===== src/rtl/core/pcsp_ram.sv =====
`default_nettype none
module pcsp_ram #(
	parameter int WIDTH = 8,
	parameter int DEPTH = 16
) (
	input  wire                               clk,
	input  wire                               we,
	input  wire  [(DEPTH > 1 ? $clog2(DEPTH) : 1)-1:0] waddr,
	input  wire  [WIDTH-1:0]                  wdata,
	input  wire  [(DEPTH > 1 ? $clog2(DEPTH) : 1)-1:0] raddr,
	output logic [WIDTH-1:0]                  rdata
);

	logic [WIDTH-1:0] mem_q [DEPTH];

	// write one word, register the read word
	always_ff @(posedge clk) begin
		if (we) begin
			mem_q[waddr] <= wdata;
		end
		rdata <= mem_q[raddr];
	end

endmodule
`default_nettype wire


===== config.mk =====
export PLATFORM = sky130hd
export DESIGN_NAME = pcsp_ram
export DESIGN_NICKNAME = d
export VERILOG_FILES = /design/src/rtl/core/pcsp_ram.sv
export SDC_FILE = /design/constraint.sdc
export NUM_CORES = 1
export LEC_CHECK = 0
export BUFFER_PORTS_ARGS = -buffer_cell sky130_fd_sc_hd__buf_2
export CAP_MARGIN = 20
export CORE_MARGIN = 3
export CORE_UTILIZATION = 55
export CTS_BUF_LIST = sky130_fd_sc_hd__clkbuf_16
export CTS_CLUSTER_SIZE = 8
export DETAILED_ROUTE_END_ITERATION = 6
export HOLD_SLACK_MARGIN = 0.08
export PLACE_DENSITY_LB_ADDON = 0.12
export SLEW_MARGIN = 10
export SYNTH_ARGS = -nofsm -noshare
export SYNTH_HDL_FRONTEND = slang
export SYNTH_SLANG_ARGS = --single-unit

===== constraint.sdc =====
create_clock -name clk -period 2.2 [get_ports clk]
set_input_delay 0.44 -clock clk [delete_from_list [all_inputs] [get_ports clk]]
set_output_delay 0.44 -clock clk [all_outputs]
set_load 0.05 [all_outputs]

# Yosys cells after proc, flatten, opt, wreduce, memory -nomap -nowiden
# Memory sizes are Yosys's and may differ from the RTL's. A register that Yosys moved wholly into a read port is not among the register bits.
# Cells that the tools add are included.
# totals
regBits	0
ramBits	128
inputBits	18
out_inout_bits	8
elab_cells	3
n_memories	1
# classes
mux	2
# mem_list
memory	depth	word_bits	rd	rd_clocked_by_memory_dff	wr	line_no	rtl
mem_q	16	8	1	1	1	14	logic [WIDTH-1:0] mem_q [DEPTH];
# op_table
op	n
2-to-1 mux 1 bit	2

# Logic depth before layout (Yosys ltp)
# logic_depth
word_depth	2
depth_mapped	5

# Worst setup path before layout
# OpenSTA, ideal clock, no wires.
# synth_timing
kind	input-to-reg
startpoint	input waddr[2] in the netlist's numbering
endpoint	memory mem_q[0][0] (enable)
setup_time_ps	383
t_arrival_ps	1550
required_time_ps	1817
slack_ps	267
stages	2
n_path_buf	0
cell_sequence	or3b_2 > nor3_1
# synth_lines
item	line_no	rtl
start: declaration	8	input wire [(DEPTH > 1 ? $clog2(DEPTH) : 1)-1:0] waddr,
end: declaration	14	
# Straight into the memory's write port.

==> impl_metrics.csv <==
group,metric,value,unit
run_status,status,"finished, final reports clean",
global_routing,grt-busiest-layer,"met2",
global_routing,gr-usage-met3,6.36,%
placement,io_buffers,25,
sta,hold_ws,420,ps
synth,ys_warn_count,0,
sta,hold_viol,0,
synth,synth_area,0.00515,mm^2
sta,fmaxAchievable,0.663,GHz
clock_network,cts_buffers,17,
setup_path,crit_path_start,"raddr[0]",
synth,yosys.area.top_type,"edfxtp_1",
synth,netlist_top_cells_count,"edfxtp_1, mux4_2, a22oi_1",
floorplanning,die-area,0.0106,mm^2
clock_network,post_cts_resized,0,
floorplanning,start_util,57.9,%
power,pwr_density_cell,1000,mW/mm^2
global_routing,grt-ovfl-total,0,
synth,yosysMostFrequentCell,"edfxtp_1",
floorplanning,die_w,103,um
setup_path,endpoint_kind,"flop",
clock_network,htreeDepth,4,
sta,rsz0062_at_grt,"false",
clock_network,clkTransAtPathRegs,60,ps
synth,yosysUniqueCellTypes,19,
synth,synth_edf_count,128,
sta,period_share,68.6,%
clock_network,cts_tree,"built",
synth,synthTopCellsByArea,"edfxtp_1, mux4_2, mux4_1",
setup_path,cp_num_buf_inv,2,
sta,post-route-min-period,1510,ps
synth,synth_flop_cell,"edfxtp_1",
cells_and_area,n_fill_cell,557,
placement,placedInstanceArea,0.00553,mm^2
global_routing,met2_usage,31.4,%
sta,slew_headroom,69.3,%
setup_path,crit_required,2490,ps
synth,synth-seq-cells,136,
power,leakagePower,0.00213,uW
hold_path,worstHoldStart,"wdata[1]",
global_routing,gr-usage-met1,27.7,%
sta,setup_viol,0,
setup_path,cp_max_fo,32,
setup_path,crit_slowest_cell,"mux4_1",
setup_path,rr_startpoint,"mem_q[1][2]",
cells_and_area,nets,305,
sta,tns,0,ps
sta,finalMaxSlewViolations,0,
clock_network,clockRootBuffer,"clkbuf_16",
placement,gp_congestion,0.767,
placement,place_inst,376,
synth,syn_nets,247,
global_routing,grt_usage,20.3,%
clock_network,clock_latency,410,ps
sta,worstMarginPinSlew,458,ps
clock_network,hold_buffers,0,
cells_and_area,area.growth.synth_to_final,19.5,%
clock_network,clock-sinks,136,
placement,dp_hpwl,5670,um
floorplanning,core_area,0.00889,mm^2
detailed_routing,first_iter_violations,196,
global_routing,grt_max_degree,33,
floorplanning,fp-row-count,34,
hold_path,hp-class,"primary input to flop",
cells_and_area,drive_above_1_share,33.3,%
global_routing,grt_pass1_wl,14700,um
cells_and_area,finalInstanceArea,0.00615,mm^2
detailed_routing,antenna_left,0,
detailed_routing,vias_per_cell,5.97,
cells_and_area,n_antenna_cell,0,
setup_path,arrival,1800,ps
setup_path,critPathKind,"primary input to flop",
synth,synthCells,229,
clock_network,cts_max_path_buffers,2,
setup_path,worstPathCellList,"buf_2, buf_12, mux4_1, a22oi_1, nand2_1",
synth,ys_seq_area_share,77.8,%
sta,skew,6.17,ps
detailed_routing,drt_first_pass_iters,4,
synth,syn_area_per_cell,22.5,um^2
flow_run,maxCapViolCount,0,
setup_path,crit_path_start_kind,"primary input",
setup_path,slowest_delay,610,ps
detailed_routing,avgRoutedWirePerCell,23.1,um
power,ir_worst_vdd,0.000730,V
clock_network,post_cts_buffers,0,
cells_and_area,fin_cells,408,
detailed_routing,drc,0,
floorplanning,boundaryPins,26,
detailed_routing,drt-total-wl,9410,um
global_routing,antenna_found_initial,0,
synth,ys_async_sr_fraction,0,%
setup_path,critPathTopFamily,"multiplexers",
synth,synth_top_area_share,74.7,%
global_routing,grt_pass1_vias,2528,
detailed_routing,vias,2436,
floorplanning,fp.dieH,103,um
## layer usage
metal	wire [um]	up-vias	part of all wire [%]
met5	0	-	0
met4	71	0	0.75
met3	636	6	6.8
met2	4730	90	50
met1	3970	1249	42
li1	-	1091	-
## cells in the final DEF, fill, tap and decap left out
cell        instances
bufinv_16           4
buf_12              2
a22oi_1            16
nand2_1             9
and2_1              1
clkinv_2            3
mux4_1             14
nand2b_1            2
or3b_2              1
clkinv_4            3
mux4_2             18
and2b_1             1
buf_2              25
clkinvlp_4          3
nand3_1             1
nor2b_1             1
dfxtp_1             8
buf_4              22
edfxtp_1          128
nand3b_1            2
nor2_1             13
nor3_1              4
clkbuf_16          17
inv_6               2
## worst register-to-register path, stage by stage (launching register included)
cell      delay, ps
edfxtp_1        370
mux4_1          530
a22oi_1         290
nand2_1          90
## logic make-up (layout without fill, tap and decap cells)
logic type             after synthesis  in the layout  share of synthesized area [%]
multiplexers                        32             32                           15.0
AO/OA/AOI/OAI                       16             16                           2.33
AND/OR/NAND/NOR                     35             35                           3.18
flip-flops                         136            136                           77.8
buffers and inverters               10             81                           1.68
## state kept, by name, summed over array words and instances (netlist names)
name and cells:
rdata 8, mem_q 128
## power by group
group	internal (uW)	switching [uW]	total, uW
Combinational	120	208	328
Sequential	2900	15.9	2910
Clock	1900	1040	2940
Total	4920	1260	6180
## final timing paths
kind	end	slack (ps)	cells past startpoint
worst max-delay path	rdata[2]	690	5
worst max register to register	rdata[2]	810	3
worst min register to register	rdata[3]	660	3
worst min-delay path	mem_q[5][1]	420	1
## per-stage QoR
stage | util (%) | setup slack, ps | total power [uW]
final | 69.2 | 691 | 6180
after global routing | 69.2 | 573 | 6380
after CTS | 69.2 | 672 | 6230
after detailed placement | 62.2 | 269 | 3300
after global placement | 62.2 | 282 | 3280
after floorplan | - | 267 | 3170
## area by class of cell
cell class	count	area, um^2	share of cell area [%]
clock buffers	17	425	6.91
multi-input cells	83	1060	17.2
flip-flops and latches	136	4000	65.1
well taps	108	135	2.20
repair buffers	49	330	5.37
clock inverters	15	201	3.27
Note: power is estimated with default switching activity, not from simulation.
