--- config.mk ---
export PLATFORM = sky130hd
export DESIGN_NAME = pcsp_cfg
export DESIGN_NICKNAME = d
export VERILOG_FILES = /design/src/rtl/core/pcsp_pkg.sv /design/src/rtl/core/pcsp_cfg.sv
export SDC_FILE = /design/constraint.sdc
export NUM_CORES = 1
export LEC_CHECK = 0
export BUFFER_PORTS_ARGS = -buffer_cell sky130_fd_sc_hd__buf_4
export CAP_MARGIN = 25
export CELL_PAD_IN_SITES_DETAIL_PLACEMENT = 0
export CELL_PAD_IN_SITES_GLOBAL_PLACEMENT = 1
export CORE_MARGIN = 5
export CORE_UTILIZATION = 34
export DETAILED_ROUTE_END_ITERATION = 10
export PLACE_DENSITY_LB_ADDON = 0.1
export SLEW_MARGIN = 20
export SYNTH_ARGS = -nofsm -noshare
export SYNTH_HDL_FRONTEND = slang
export SYNTH_SLANG_ARGS = --single-unit
--- constraint.sdc ---
create_clock -name clk -period 0.8 [get_ports clk]
set_input_delay 0.16 -clock clk [delete_from_list [all_inputs] [get_ports clk]]
set_output_delay 0.16 -clock clk [all_outputs]
set_load 0.01 [all_outputs]
--- src/rtl/core/pcsp_pkg.sv ---
`default_nettype none
package pcsp_pkg;

	// most prefetch addresses issued for one access
	localparam logic [4:0] MAX_RESULTS = 5'd16;

	// LFSR seed after reset
	localparam logic [15:0] LFSR_SEED = 16'hACE1;

	// configuration register indexes
	localparam logic [2:0] REG_USE_CONTEXT = 3'd0;
	localparam logic [2:0] REG_CONF_MAX    = 3'd1;
	localparam logic [2:0] REG_CONF_THR    = 3'd2;
	localparam logic [2:0] REG_CONF_MIN    = 3'd3;
	localparam logic [2:0] REG_CONF_START  = 3'd4;
	localparam logic [2:0] REG_DEGREE      = 3'd5;

	typedef struct packed {
		logic       use_context;
		logic [3:0] conf_max;
		logic [3:0] conf_threshold;
		logic [3:0] conf_min;
		logic [3:0] conf_start;
		logic [4:0] prefetch_degree;
	} cfg_t;

	// one table entry as held in the table memory
	typedef struct packed {
		logic        valid;
		logic [47:0] tag_pc;
		logic        secure;
		logic [47:0] last_addr;
		logic [31:0] stride;
		logic [3:0]  confidence;
	} entry_t;

	localparam int ENTRY_W = $bits(entry_t);

endpackage
`default_nettype wire

--- src/rtl/core/pcsp_cfg.sv ---
`default_nettype none
module pcsp_cfg (
	input  wire              clk,
	input  wire              arst_n,
	input  wire              cfg_we,
	input  wire  [2:0]       cfg_index,
	input  wire  [4:0]       cfg_wdata,
	output pcsp_pkg::cfg_t   cfg
);
	import pcsp_pkg::*;

	cfg_t cfg_q;

	// decode the write and update one field; unknown indexes drop the write
	always_ff @(posedge clk or negedge arst_n) begin
		if (!arst_n) begin
			cfg_q.use_context     <= 1'b0;
			cfg_q.conf_max        <= 4'd7;
			cfg_q.conf_threshold  <= 4'd4;
			cfg_q.conf_min        <= 4'd0;
			cfg_q.conf_start      <= 4'd4;
			cfg_q.prefetch_degree <= 5'd4;
		end else if (cfg_we) begin
			unique case (cfg_index)
				REG_USE_CONTEXT: cfg_q.use_context     <= cfg_wdata[0];
				REG_CONF_MAX:    cfg_q.conf_max        <= cfg_wdata[3:0];
				REG_CONF_THR:    cfg_q.conf_threshold  <= cfg_wdata[3:0];
				REG_CONF_MIN:    cfg_q.conf_min        <= cfg_wdata[3:0];
				REG_CONF_START:  cfg_q.conf_start      <= cfg_wdata[3:0];
				REG_DEGREE:      cfg_q.prefetch_degree <= cfg_wdata;
				default: ;
			endcase
		end
	end

	assign cfg = cfg_q;

endmodule
`default_nettype wire

* Yosys cells after proc, flatten, opt, wreduce, memory -nomap -nowiden
Cells that the tools add are included.
** Word-level totals
- Flip-flop bits (word level) :: 22
- Output and inout port bits :: 22
- Word-level logic and storage cells :: 18
** Cells by class
- Equality and inequality tests :: 5
- Reduce and logical (&&, ||, !) cells :: 7
** Operator list (count)
- 2-bit AND reduction :: 6
- 3-bit by 2-bit == test with 1-bit output, second input constant :: 2
- 3-bit == test, second input constant :: 2
- 3-bit by 1-bit == test with 1-bit output, second input constant :: 1
- 3-bit logical NOT :: 1

* Logic depth before layout (Yosys ltp)
Gate-level depths: netlist of run 1.
- Word-level depth :: 2
- Gate-level depth with buffers :: 2
- Depth with buffers taken out :: 2

* Worst setup path after synthesis of run 1
No wires, ideal clock.
- Path kind :: input-to-reg
- From :: input cfg_index[2]
- To :: register cfg_q, in the netlist cfg[13]
- Data arrival time :: 0.818 ns
- Slack :: -0.143 ns
- Stages :: 2
- Path buffers :: 0
- Cells stage by stage :: and4bb_4 > mux2_2
** On the way
- Cells in the longest elaborated chain, start to end :: 2
** RTL lines
- start, declared :: line pcsp_cfg.sv:6 : input wire [2:0] cfg_index,
- 3-bit by 2-bit == test with 1-bit output :: line pcsp_cfg.sv:24 : unique case (cfg_index)
- 2-bit AND reduction (no line)
- end, declared :: line pcsp_cfg.sv:12 : cfg_t cfg_q;
Every way passes these cells.
A chain may end at the register's enable or synchronous reset.

* Worst setup path in the final report of run 1
- From :: register cfg_q, in the netlist cfg[18]
- To :: output cfg[18] in the netlist's numbering
** RTL lines
- end, declared :: line pcsp_cfg.sv:8 : output pcsp_pkg::cfg_t cfg
No word-level cell between the ends.

==> run_results.csv, run 1 <==
group,metric,value,unit
worst_setup_path,r2r_setup_slack,-100,ps
cells_and_area,final_common_cell,"buf_6",
cells_and_area,largest_reg_flops,22,
clocking,clock_latency,300,ps
die,fp.coreArea,2477,µm²
synth,synth_cells,50,
detailed_routing,drtPass1Iterations,2,
clocking,clock_path_buffers,2,
clocking,clock_sinks,22,
synth,synth_top_family_by_area,"multiplexers",
clocking,cts.clk_slew.worst_paths,120,ps
sta,setup_slack,-337.5,ps
worst_setup_path,slowest_delay,570,ps
global_routing,grt_overflow_total,0,
pwr,p_per_area,2521,nW/µm²
cells_and_area,syn2layout_area_growth,66.34,%
worst_setup_path,cp-start-kind,"flop",
worst_setup_path,worstPathCellList,"buf_6",
hold_path,min_path_type,"input pin to flop",
worst_setup_path,timing.rr.start,"cfg[5]$_DFFE_PN0P_",
cells_and_area,drive_gt1_share,80.61,%
global_routing,grt_max_degree,23,
hold_path,holdPathStages,2,
cells_and_area,diodes,0,
synth,synth-xor-area-share,0,%
synth,synthMuxAreaShare,28.13,%
detailed_routing,via_count,617,
detailed_routing,wl_per_cell,16.02,µm
die,fp-row-count,18,
cells_and_area,final_net_count,110,
synth,ys_types,6,
cells_and_area,multiInputGateArea,379.1,µm²
synth,synth_compound_area_share,0,%
worst_setup_path,critPathCaptureType,"output port",
synth,synth_top_area_share,45.45,%
sta,timing.hold.ws,76.06,ps
clocking,root_buffer,"clkbuf_4",
cells_and_area,layout_common_cells,"28 x buf_6, 16 x dfrtp_1, 15 x buf_4",
worst_setup_path,worst-path-buf-inv,1,
global_routing,first_global_vias,687,
global_routing,antenna_found_initial,0,
synth,synth_top_area_cell,"dfrtp_1",
clocking,htreeDepth,1,
sta,worst_slew_pin_slew,280.0,ps
sta,hold_viol,0,
hold_path,min_to,"cfg[4]$_DFFE_PN0P_",
place,dpl_cell_area,1241,µm²
synth,yosys_warnings,0,
worst_setup_path,rr_endpoint,"cfg[5]$_DFFE_PN0P_",
detailed_routing,route.detailed.drc,0,
detailed_routing,drt_iter0_markers,26,
place,gp_congestion,0.6565,
global_routing,grt_usage,12.54,%
status,violations,"negative setup slack",
synth,syn_nets,61,
die,die_height,60.90,µm
cells_and_area,regArea,558.0,µm²
detailed_routing,drt-vias-per-instance,4.820,
synth,synthTopCellsByArea,"dfrtp_1 45%, mux2_2 28%, dfstp_2 18%",
clocking,cts_buffers,3,
sta,slew_viol_final,0,
synth,netlist_area,880.8,µm²
die,io_pins,33,
die,start_util,35.56,%
pwr,p_leak,0.6758,nW
worst_setup_path,cp.arrival,980,ps
place,numPortBuffers,32,
pwr,peakVddDrop,1558,µV
worst_setup_path,critPathRequiredTime,640,ps
sta,fin_skew,0,ps
cells_and_area,nFillCells,211,
worst_setup_path,crit_slowest_cell,"dfstp_2",
detailed_routing,drt_wl_total,2051,µm
synth,ys_ff_latch,22,
worst_setup_path,crit_fanout,2,
synth,yosys.area_share.simple,8.523,%
worst_setup_path,setup.worst_path.class,"flop to output port",
synth,synthAdderAreaFrac,0,%
sta,rsz0062_at_grt,"true",
global_routing,grt_pass1_wl,3387,µm
die,fp.dieW,60.90,µm
worst_setup_path,path_delay_family,"flip-flops",
clocking,cts_tree,"built",
cells_and_area,design_area,1465,µm²
place,hpwl,1489,µm
synth,syn_area_per_cell,17.62,µm²
synth,seq_area_frac_synth,63.35,%
sta,setup_viol,31,
sta,post-route-period-util,142.2,%
hold_path,hp-start,"cfg_wdata[4]",
worst_setup_path,rr_worst_depth,2,
worst_setup_path,crit_path_start,"cfg[18]$_DFFE_PN1P_",
job,max-cap-violations,0,
sta,fmax,879.1,MHz
die,dieArea,3709,µm²
detailed_routing,drtAntennaViolNets,0,
worst_setup_path,cp.depth,1,
sta,final.min_clock_period,1137,ps
sta,relSlewSlack,81.34,%
status,status,"complete, but fails checks",
-- how the worst max path moves through the flow --
| stage | slack [ps] | end |
|---|---|---|
| after floorplan | -130 | cfg[13]$_DFFE_PN0P_ |
| after global placement | -330 | cfg[14]$_DFFE_PN0P_ |
| after detailed placement | -340 | cfg[14]$_DFFE_PN0P_ |
| after CTS | -360 | cfg[19] |
| after global routing | -400 | cfg[19] |
| final | -340 | cfg[18] |
-- through the flow --
| step | std cells | setup WS (ps) | TNS [ps] | power (mW) | utilization (%) |
|---|---|---|---|---|---|
| finish | 128 | -337.5 | -5878 | 3.693 | 59.14 |
| global route | 128 | -403.9 | -7252 | 3.899 | 59.14 |
| CTS | 127 | -356.5 | -6157 | 3.673 | 57.78 |
| detailed placement | 116 | -341.3 | -6282 | 2.526 | 50.10 |
| global placement | 116 | -334.5 | -6047 | 2.509 | 50.10 |
| floorplan | 50 | -133.0 | -1893 | 1.976 | - |
-- what timing repair did --
item | in CTS | in global routing
setup buffers | 6 | 1
resized for setup | 22 | 7
hold buffers | 1 | 0
endpoints found under the setup margin | 23 | 31
hold endpoints to repair | 22 | 0
-- where the power goes --
part	leakage, nW	internal [mW]	switching [mW]	total [mW]
logic	0.393	0.877	0.376	1.25
registers	0.255	1.41	0.193	1.60
clock network	0.0279	0.506	0.335	0.841
total	0.676	2.79	0.903	3.69
-- layer usage --
| layer | up-vias | global-route usage (%) | part of all wire [%] |
|---|---|---|---|
| met1 | 321 | 17.24 | 45 |
| met2 | 16 | 19.54 | 50 |
| li1 | 280 | - | - |
| met4 | 0 | 4.644 | 0 |
| met5 | - | 0 | 0 |
| met3 | 0 | 2.553 | 5.1 |
-- cell families after synthesis --
logic type / Yosys count
multiplexers: 22
AND/OR/NAND/NOR: 6
flip-flops: 22
-- Yosys cell counts --
master / number
dfrtp_1: 16
dfstp_2: 6
nand4b_1: 2
nor4b_1: 1
and4bb_4: 3
mux2_2: 22
-- area by class of cell --
type | instances | area share [%]
Sequential cell | 22 | 38.09
Timing Repair Buffer | 44 | 29.89
Multi-Input combinational cell | 28 | 25.88
Clock buffer | 3 | 1.537
Tap cell | 30 | 2.562
Clock inverter | 1 | 2.050
No activity file was read; power rests on OpenSTA's default activity.
==> inputs of run 2 (changes only) <==
- CORE_UTILIZATION: 34 -> 35
- SKIP_CTS_REPAIR_TIMING: unset -> 1
- clock period: 0.8 -> 1.1 ns (I/O delays scaled with it)
==> run_results.csv, run 2 (synthesis gave the netlist of run 1 again) <==
group,metric,value,unit
die,fp-row-count,18,
clocking,clock_latency,300,ps
cells_and_area,regArea,558.0,µm²
detailed_routing,drt_iter0_markers,20,
hold_path,min_to,"cfg[4]$_DFFE_PN0P_",
clocking,htreeDepth,1,
detailed_routing,route.detailed.drc,0,
global_routing,grt_max_degree,23,
pwr,p_per_area,1786,nW/µm²
clocking,cts.clk_slew.worst_paths,120,ps
worst_setup_path,r2r_setup_slack,210,ps
global_routing,grt_pass1_wl,2925,µm
global_routing,grt_usage,11.20,%
worst_setup_path,rr_endpoint,"cfg[10]$_DFFE_PN0P_",
cells_and_area,nFillCells,217,
worst_setup_path,worstPathCellList,"buf_6",
sta,final.min_clock_period,1195,ps
detailed_routing,drt-vias-per-instance,4.835,
worst_setup_path,crit_slowest_cell,"dfstp_2",
sta,setup_viol,6,
pwr,power_frac_seq,48.9,%
detailed_routing,drtAntennaViolNets,0,
worst_setup_path,path_delay_family,"flip-flops",
clocking,root_buffer,"clkbuf_4",
clocking,clock_path_buffers,2,
die,fp.dieW,60.17,µm
sta,slew_viol_final,0,
pwr,power_frac_comb,32.5,%
worst_setup_path,critPathRequiredTime,880,ps
pwr,p_int,1.731,mW
cells_and_area,utilization,53.86,%
die,dieArea,3620,µm²
global_routing,grt_overflow_total,0,
cells_and_area,syn2layout_area_growth,48.72,%
worst_setup_path,rr_worst_depth,2,
cells_and_area,layout_common_cells,"22 x mux2_2, 20 x buf_6, 16 x dfrtp_1, 16 x buf_4, 6 x dfstp_2",
cells_and_area,diodes,0,
place,gp_congestion,0.6706,
die,start_util,36.21,%
worst_setup_path,worst-path-buf-inv,1,
sta,rsz0062_at_grt,"true",
detailed_routing,drtPass1Iterations,2,
hold_path,holdPathStages,2,
cells_and_area,multiInputGateArea,322.8,µm²
pwr,power_switching_share,26.00,%
global_routing,first_global_vias,614,
cells_and_area,layoutNonFillerInstCount,121,
sta,setup_slack,-95.46,ps
cells_and_area,largest_reg_flops,22,
worst_setup_path,timing.rr.start,"cfg[10]$_DFFE_PN0P_",
job,max-cap-violations,0,
status,status,"complete, but fails checks",
place,numPortBuffers,32,
global_routing,antenna_found_initial,0,
hold_path,hp-start,"cfg_wdata[4]",
die,io_pins,33,
pwr,p_leak,0.5842,nW
pwr,p_clk_share,18.7,%
detailed_routing,wl_per_cell,15.26,µm
sta,final.setup.tns,-481.1,ps
cells_and_area,drive_gt1_share,78.02,%
clocking,clock_sinks,22,
worst_setup_path,crit_path_start,"cfg[19]$_DFFE_PN1P_",
sta,post-route-period-util,108.7,%
cells_and_area,final_net_count,103,
clocking,cts_tree,"built",
detailed_routing,drt_wl_total,1846,µm
worst_setup_path,crit_fanout,2,
detailed_routing,via_count,585,
sta,fmax,836.5,MHz
place,dp.cells,113,
clocking,cts_buffers,3,
die,fp.coreArea,2432,µm²
pwr,switchingPower,0.6082,mW
worst_setup_path,cp-start-kind,"flop",
pwr,peakVddDrop,1260,µV
worst_setup_path,setup.worst_path.class,"flop to output port",
sta,hold_viol,0,
place,dp_slack,-105.5,ps
cells_and_area,final_common_cell,"mux2_2",
sta,fin_skew,0,ps
worst_setup_path,slowest_delay,570,ps
hold_path,min_path_type,"input pin to flop",
status,violations,"negative setup slack",
die,die_height,60.17,µm
worst_setup_path,critPathCaptureType,"output port",
sta,relSlewSlack,81.68,%
sta,worst_slew_pin_slew,271.0,ps
worst_setup_path,cp.arrival,980,ps
-- run 2: changes by cell type in the layout (fill, tap and decap cells not counted), sizes merged --
cell,previous run,this run
buf,43,36
bufinv,1,0
clkbuf,3,4
-- run 2: cell type report --
class	count	share of cell area (%)
sequential	22	42.60
tap	30	2.865
multi-input combinational	28	24.64
clock buffer	4	2.770
timing repair buffer	37	27.13
-- run 2: metrics by stage --
step / instance area [µm²] / hold slack, ps / power (mW)
after floorplan: 880.8 / -75.59 / 1.386
after global placement: 1166 / 123.3 / 1.757
after detailed placement: 1166 / 123.5 / 1.772
after CTS: 1202 / -226.6 / 2.218
after global routing: 1310 / 130.1 / 2.482
final: 1310 / 144.2 / 2.339
-- run 2: how the worst max path moves through the flow --
stage | end | depth (start not counted)
after floorplan | cfg[13]$_DFFE_PN0P_ | 2
after global placement | cfg[6]$_DFFE_PN0P_ | 3
after detailed placement | cfg[16]$_DFFE_PN0P_ | 3
after CTS | cfg[19] | 1
after global routing | cfg[19] | 1
final | cfg[19] | 1
-- run 2: power groups by stage --
stage	Combinational (mW)	Sequential [mW]	Clock [mW]
after floorplan	0.177	1.21	0
after global placement	0.631	1.13	0
after detailed placement	0.639	1.13	0
after CTS	0.640	1.12	0.462
after global routing	0.817	1.17	0.498
final	0.760	1.14	0.436
-- run 2: layer usage --
layer  GRT usage [%]  vias up  share of wire (%)
li1                -      267                  -
met1           14.67      295                 45
met2           16.98       20                 46
met3           2.808        3                7.4
met4           5.696        0                1.5
met5               0        -                  0
==> inputs of run 3 (changes only) <==
- CORE_MARGIN: 5 -> 2
- HOLD_SLACK_MARGIN: unset -> 0.02
==> run_results.csv, run 3 (synthesis gave the netlist of run 1 again) <==
group,metric,value,unit
sta,fmax,830.7,MHz
cells_and_area,layout_common_cells,"22 x mux2_2, 20 x buf_6, 16 x dfrtp_1",
sta,fin_skew,0,ps
pwr,p_per_area,1898,nW/µm²
worst_setup_path,critPathCaptureType,"output port",
worst_setup_path,path_delay_family,"flip-flops",
die,fp.dieW,54.17,µm
cells_and_area,drive_gt1_share,77.53,%
clocking,htreeDepth,1,
pwr,p_clk_share,24.7,%
clocking,clock_path_buffers,2,
place,gp_congestion,0.6862,
status,violations,"negative setup slack",
sta,setup_viol,6,
pwr,power_switching_share,24.53,%
cells_and_area,regArea,558.0,µm²
cells_and_area,syn2layout_area_growth,48.86,%
global_routing,antenna_found_initial,0,
cells_and_area,utilization,53.91,%
worst_setup_path,critPathRequiredTime,880,ps
worst_setup_path,cp.arrival,980,ps
sta,hold_viol,0,
worst_setup_path,crit_fanout,2,
status,status,"complete, but fails checks",
worst_setup_path,setup.worst_path.class,"flop to output port",
sta,final.setup.tns,-490.8,ps
sta,setup_slack,-103.7,ps
global_routing,use_met3,5.000,%
die,fp.coreArea,2432,µm²
cells_and_area,nFillCells,225,
sta,final.min_clock_period,1204,ps
die,fp-row-count,18,
global_routing,grt_usage,13.64,%
sta,slew_viol_final,0,
pwr,peakVddDrop,1355,µV
detailed_routing,drt-vias-per-instance,4.891,
pwr,switchingPower,0.6105,mW
die,start_util,36.21,%
global_routing,first_global_vias,574,
worst_setup_path,crit_slowest_cell,"dfstp_2",
pwr,power_frac_comb,29.3,%
die,dieArea,2934,µm²
cells_and_area,multiInputGateArea,322.8,µm²
pwr,p_leak,0.5814,nW
pwr,power_frac_seq,46.0,%
sta,post-route-period-util,109.4,%
cells_and_area,largest_reg_flops,22,
clocking,clock_sinks,22,
cells_and_area,final_common_cell,"mux2_2",
clocking,clock_latency,310,ps
detailed_routing,drtPass1Iterations,2,
worst_setup_path,r2r_setup_slack,220,ps
sta,rsz0062_at_grt,"true",
worst_setup_path,worst-path-buf-inv,1,
pwr,total_power,2.489,mW
worst_setup_path,worstPathCellList,"buf_6",
global_routing,grt_overflow_total,0,
detailed_routing,route.detailed.drc,0,
sta,worst_slew_pin_slew,281.8,ps
die,io_pins,33,
pwr,p_int,1.878,mW
global_routing,grt_use_met2,21.49,%
sta,relSlewSlack,80.95,%
global_routing,grt_pass1_wl,2739,µm
worst_setup_path,cp-start-kind,"flop",
clocking,root_buffer,"clkbuf_4",
detailed_routing,wl_per_cell,14.38,µm
clocking,cts_buffers,3,
detailed_routing,drtAntennaViolNets,0,
job,max-cap-violations,0,
clocking,cts_tree,"built",
global_routing,grt_max_degree,23,
place,dp_slack,-99.76,ps
detailed_routing,via_count,582,
cells_and_area,diodes,0,
detailed_routing,drt_iter0_markers,4,
clocking,cts.clk_slew.worst_paths,130,ps
place,numPortBuffers,32,
global_routing,grt_use_met1,17.57,%
global_routing,grt-busiest-layer,"met2",
worst_setup_path,slowest_delay,570,ps
cells_and_area,final_net_count,101,
die,die_height,54.17,µm
hold_path,min_path_type,"input pin to flop",
detailed_routing,drt_wl_total,1711,µm
## run 3: cell types whose count changed in the layout (fill, tap and decap cells not counted)
| cell | previous run | this run |
|---|---|---|
| clkbuf_8 | 1 | 0 |
| bufinv_16 | 0 | 1 |
| buf_4 | 16 | 14 |
## run 3: metrics by stage
| step | cells | instance area (µm²) | hold WS, ps |
|---|---|---|---|
| floorplan | 50 | 880.8 | -75.59 |
| global placement | 113 | 1166 | 123.1 |
| detailed placement | 113 | 1166 | 120.5 |
| CTS | 117 | 1219 | -239.2 |
| global route | 119 | 1311 | 111.4 |
| finish | 119 | 1311 | 126.8 |
## run 3: path summary, 6_finish.rpt
| kind | startpoint | end | cells past startpoint |
|---|---|---|---|
| min reg2reg | cfg[11]$_DFFE_PN0P_ | cfg[11]$_DFFE_PN0P_ | 1 |
| max in group asynchronous | arst_n | cfg[18]$_DFFE_PN1P_ | 2 |
| max reg2reg | cfg[10]$_DFFE_PN0P_ | cfg[10]$_DFFE_PN0P_ | 2 |
| max | cfg[19]$_DFFE_PN1P_ | cfg[19] | 1 |
| min | cfg_wdata[4] | cfg[4]$_DFFE_PN0P_ | 2 |
| min in group asynchronous | arst_n | cfg[21]$_DFFE_PN0P_ | 2 |
## run 3: power by group through the flow
stage	logic [mW]	registers [mW]	clock network (mW)
CTS	0.630	1.12	0.641
detailed placement	0.627	1.13	0
global route	0.793	1.17	0.676
finish	0.729	1.14	0.616
floorplan	0.177	1.21	0
global placement	0.621	1.13	0
## run 3: area by class of cell
class / instances / area share, %
Tap cell: 30 / 2.863
Clock inverter: 1 / 2.290
Timing Repair Buffer: 35 / 25.95
Sequential cell: 22 / 42.56
Clock buffer: 3 / 1.718
Multi-Input combinational cell: 28 / 24.62
## run 3: layer usage
metal | vias up | routed length (µm) | share of wire, %
met3 | 2 | 117 | 6.8
met5 | - | 0 | 0
li1 | 270 | - | -
met2 | 19 | 853 | 50
met1 | 291 | 728 | 43
met4 | 0 | 12 | 0.70
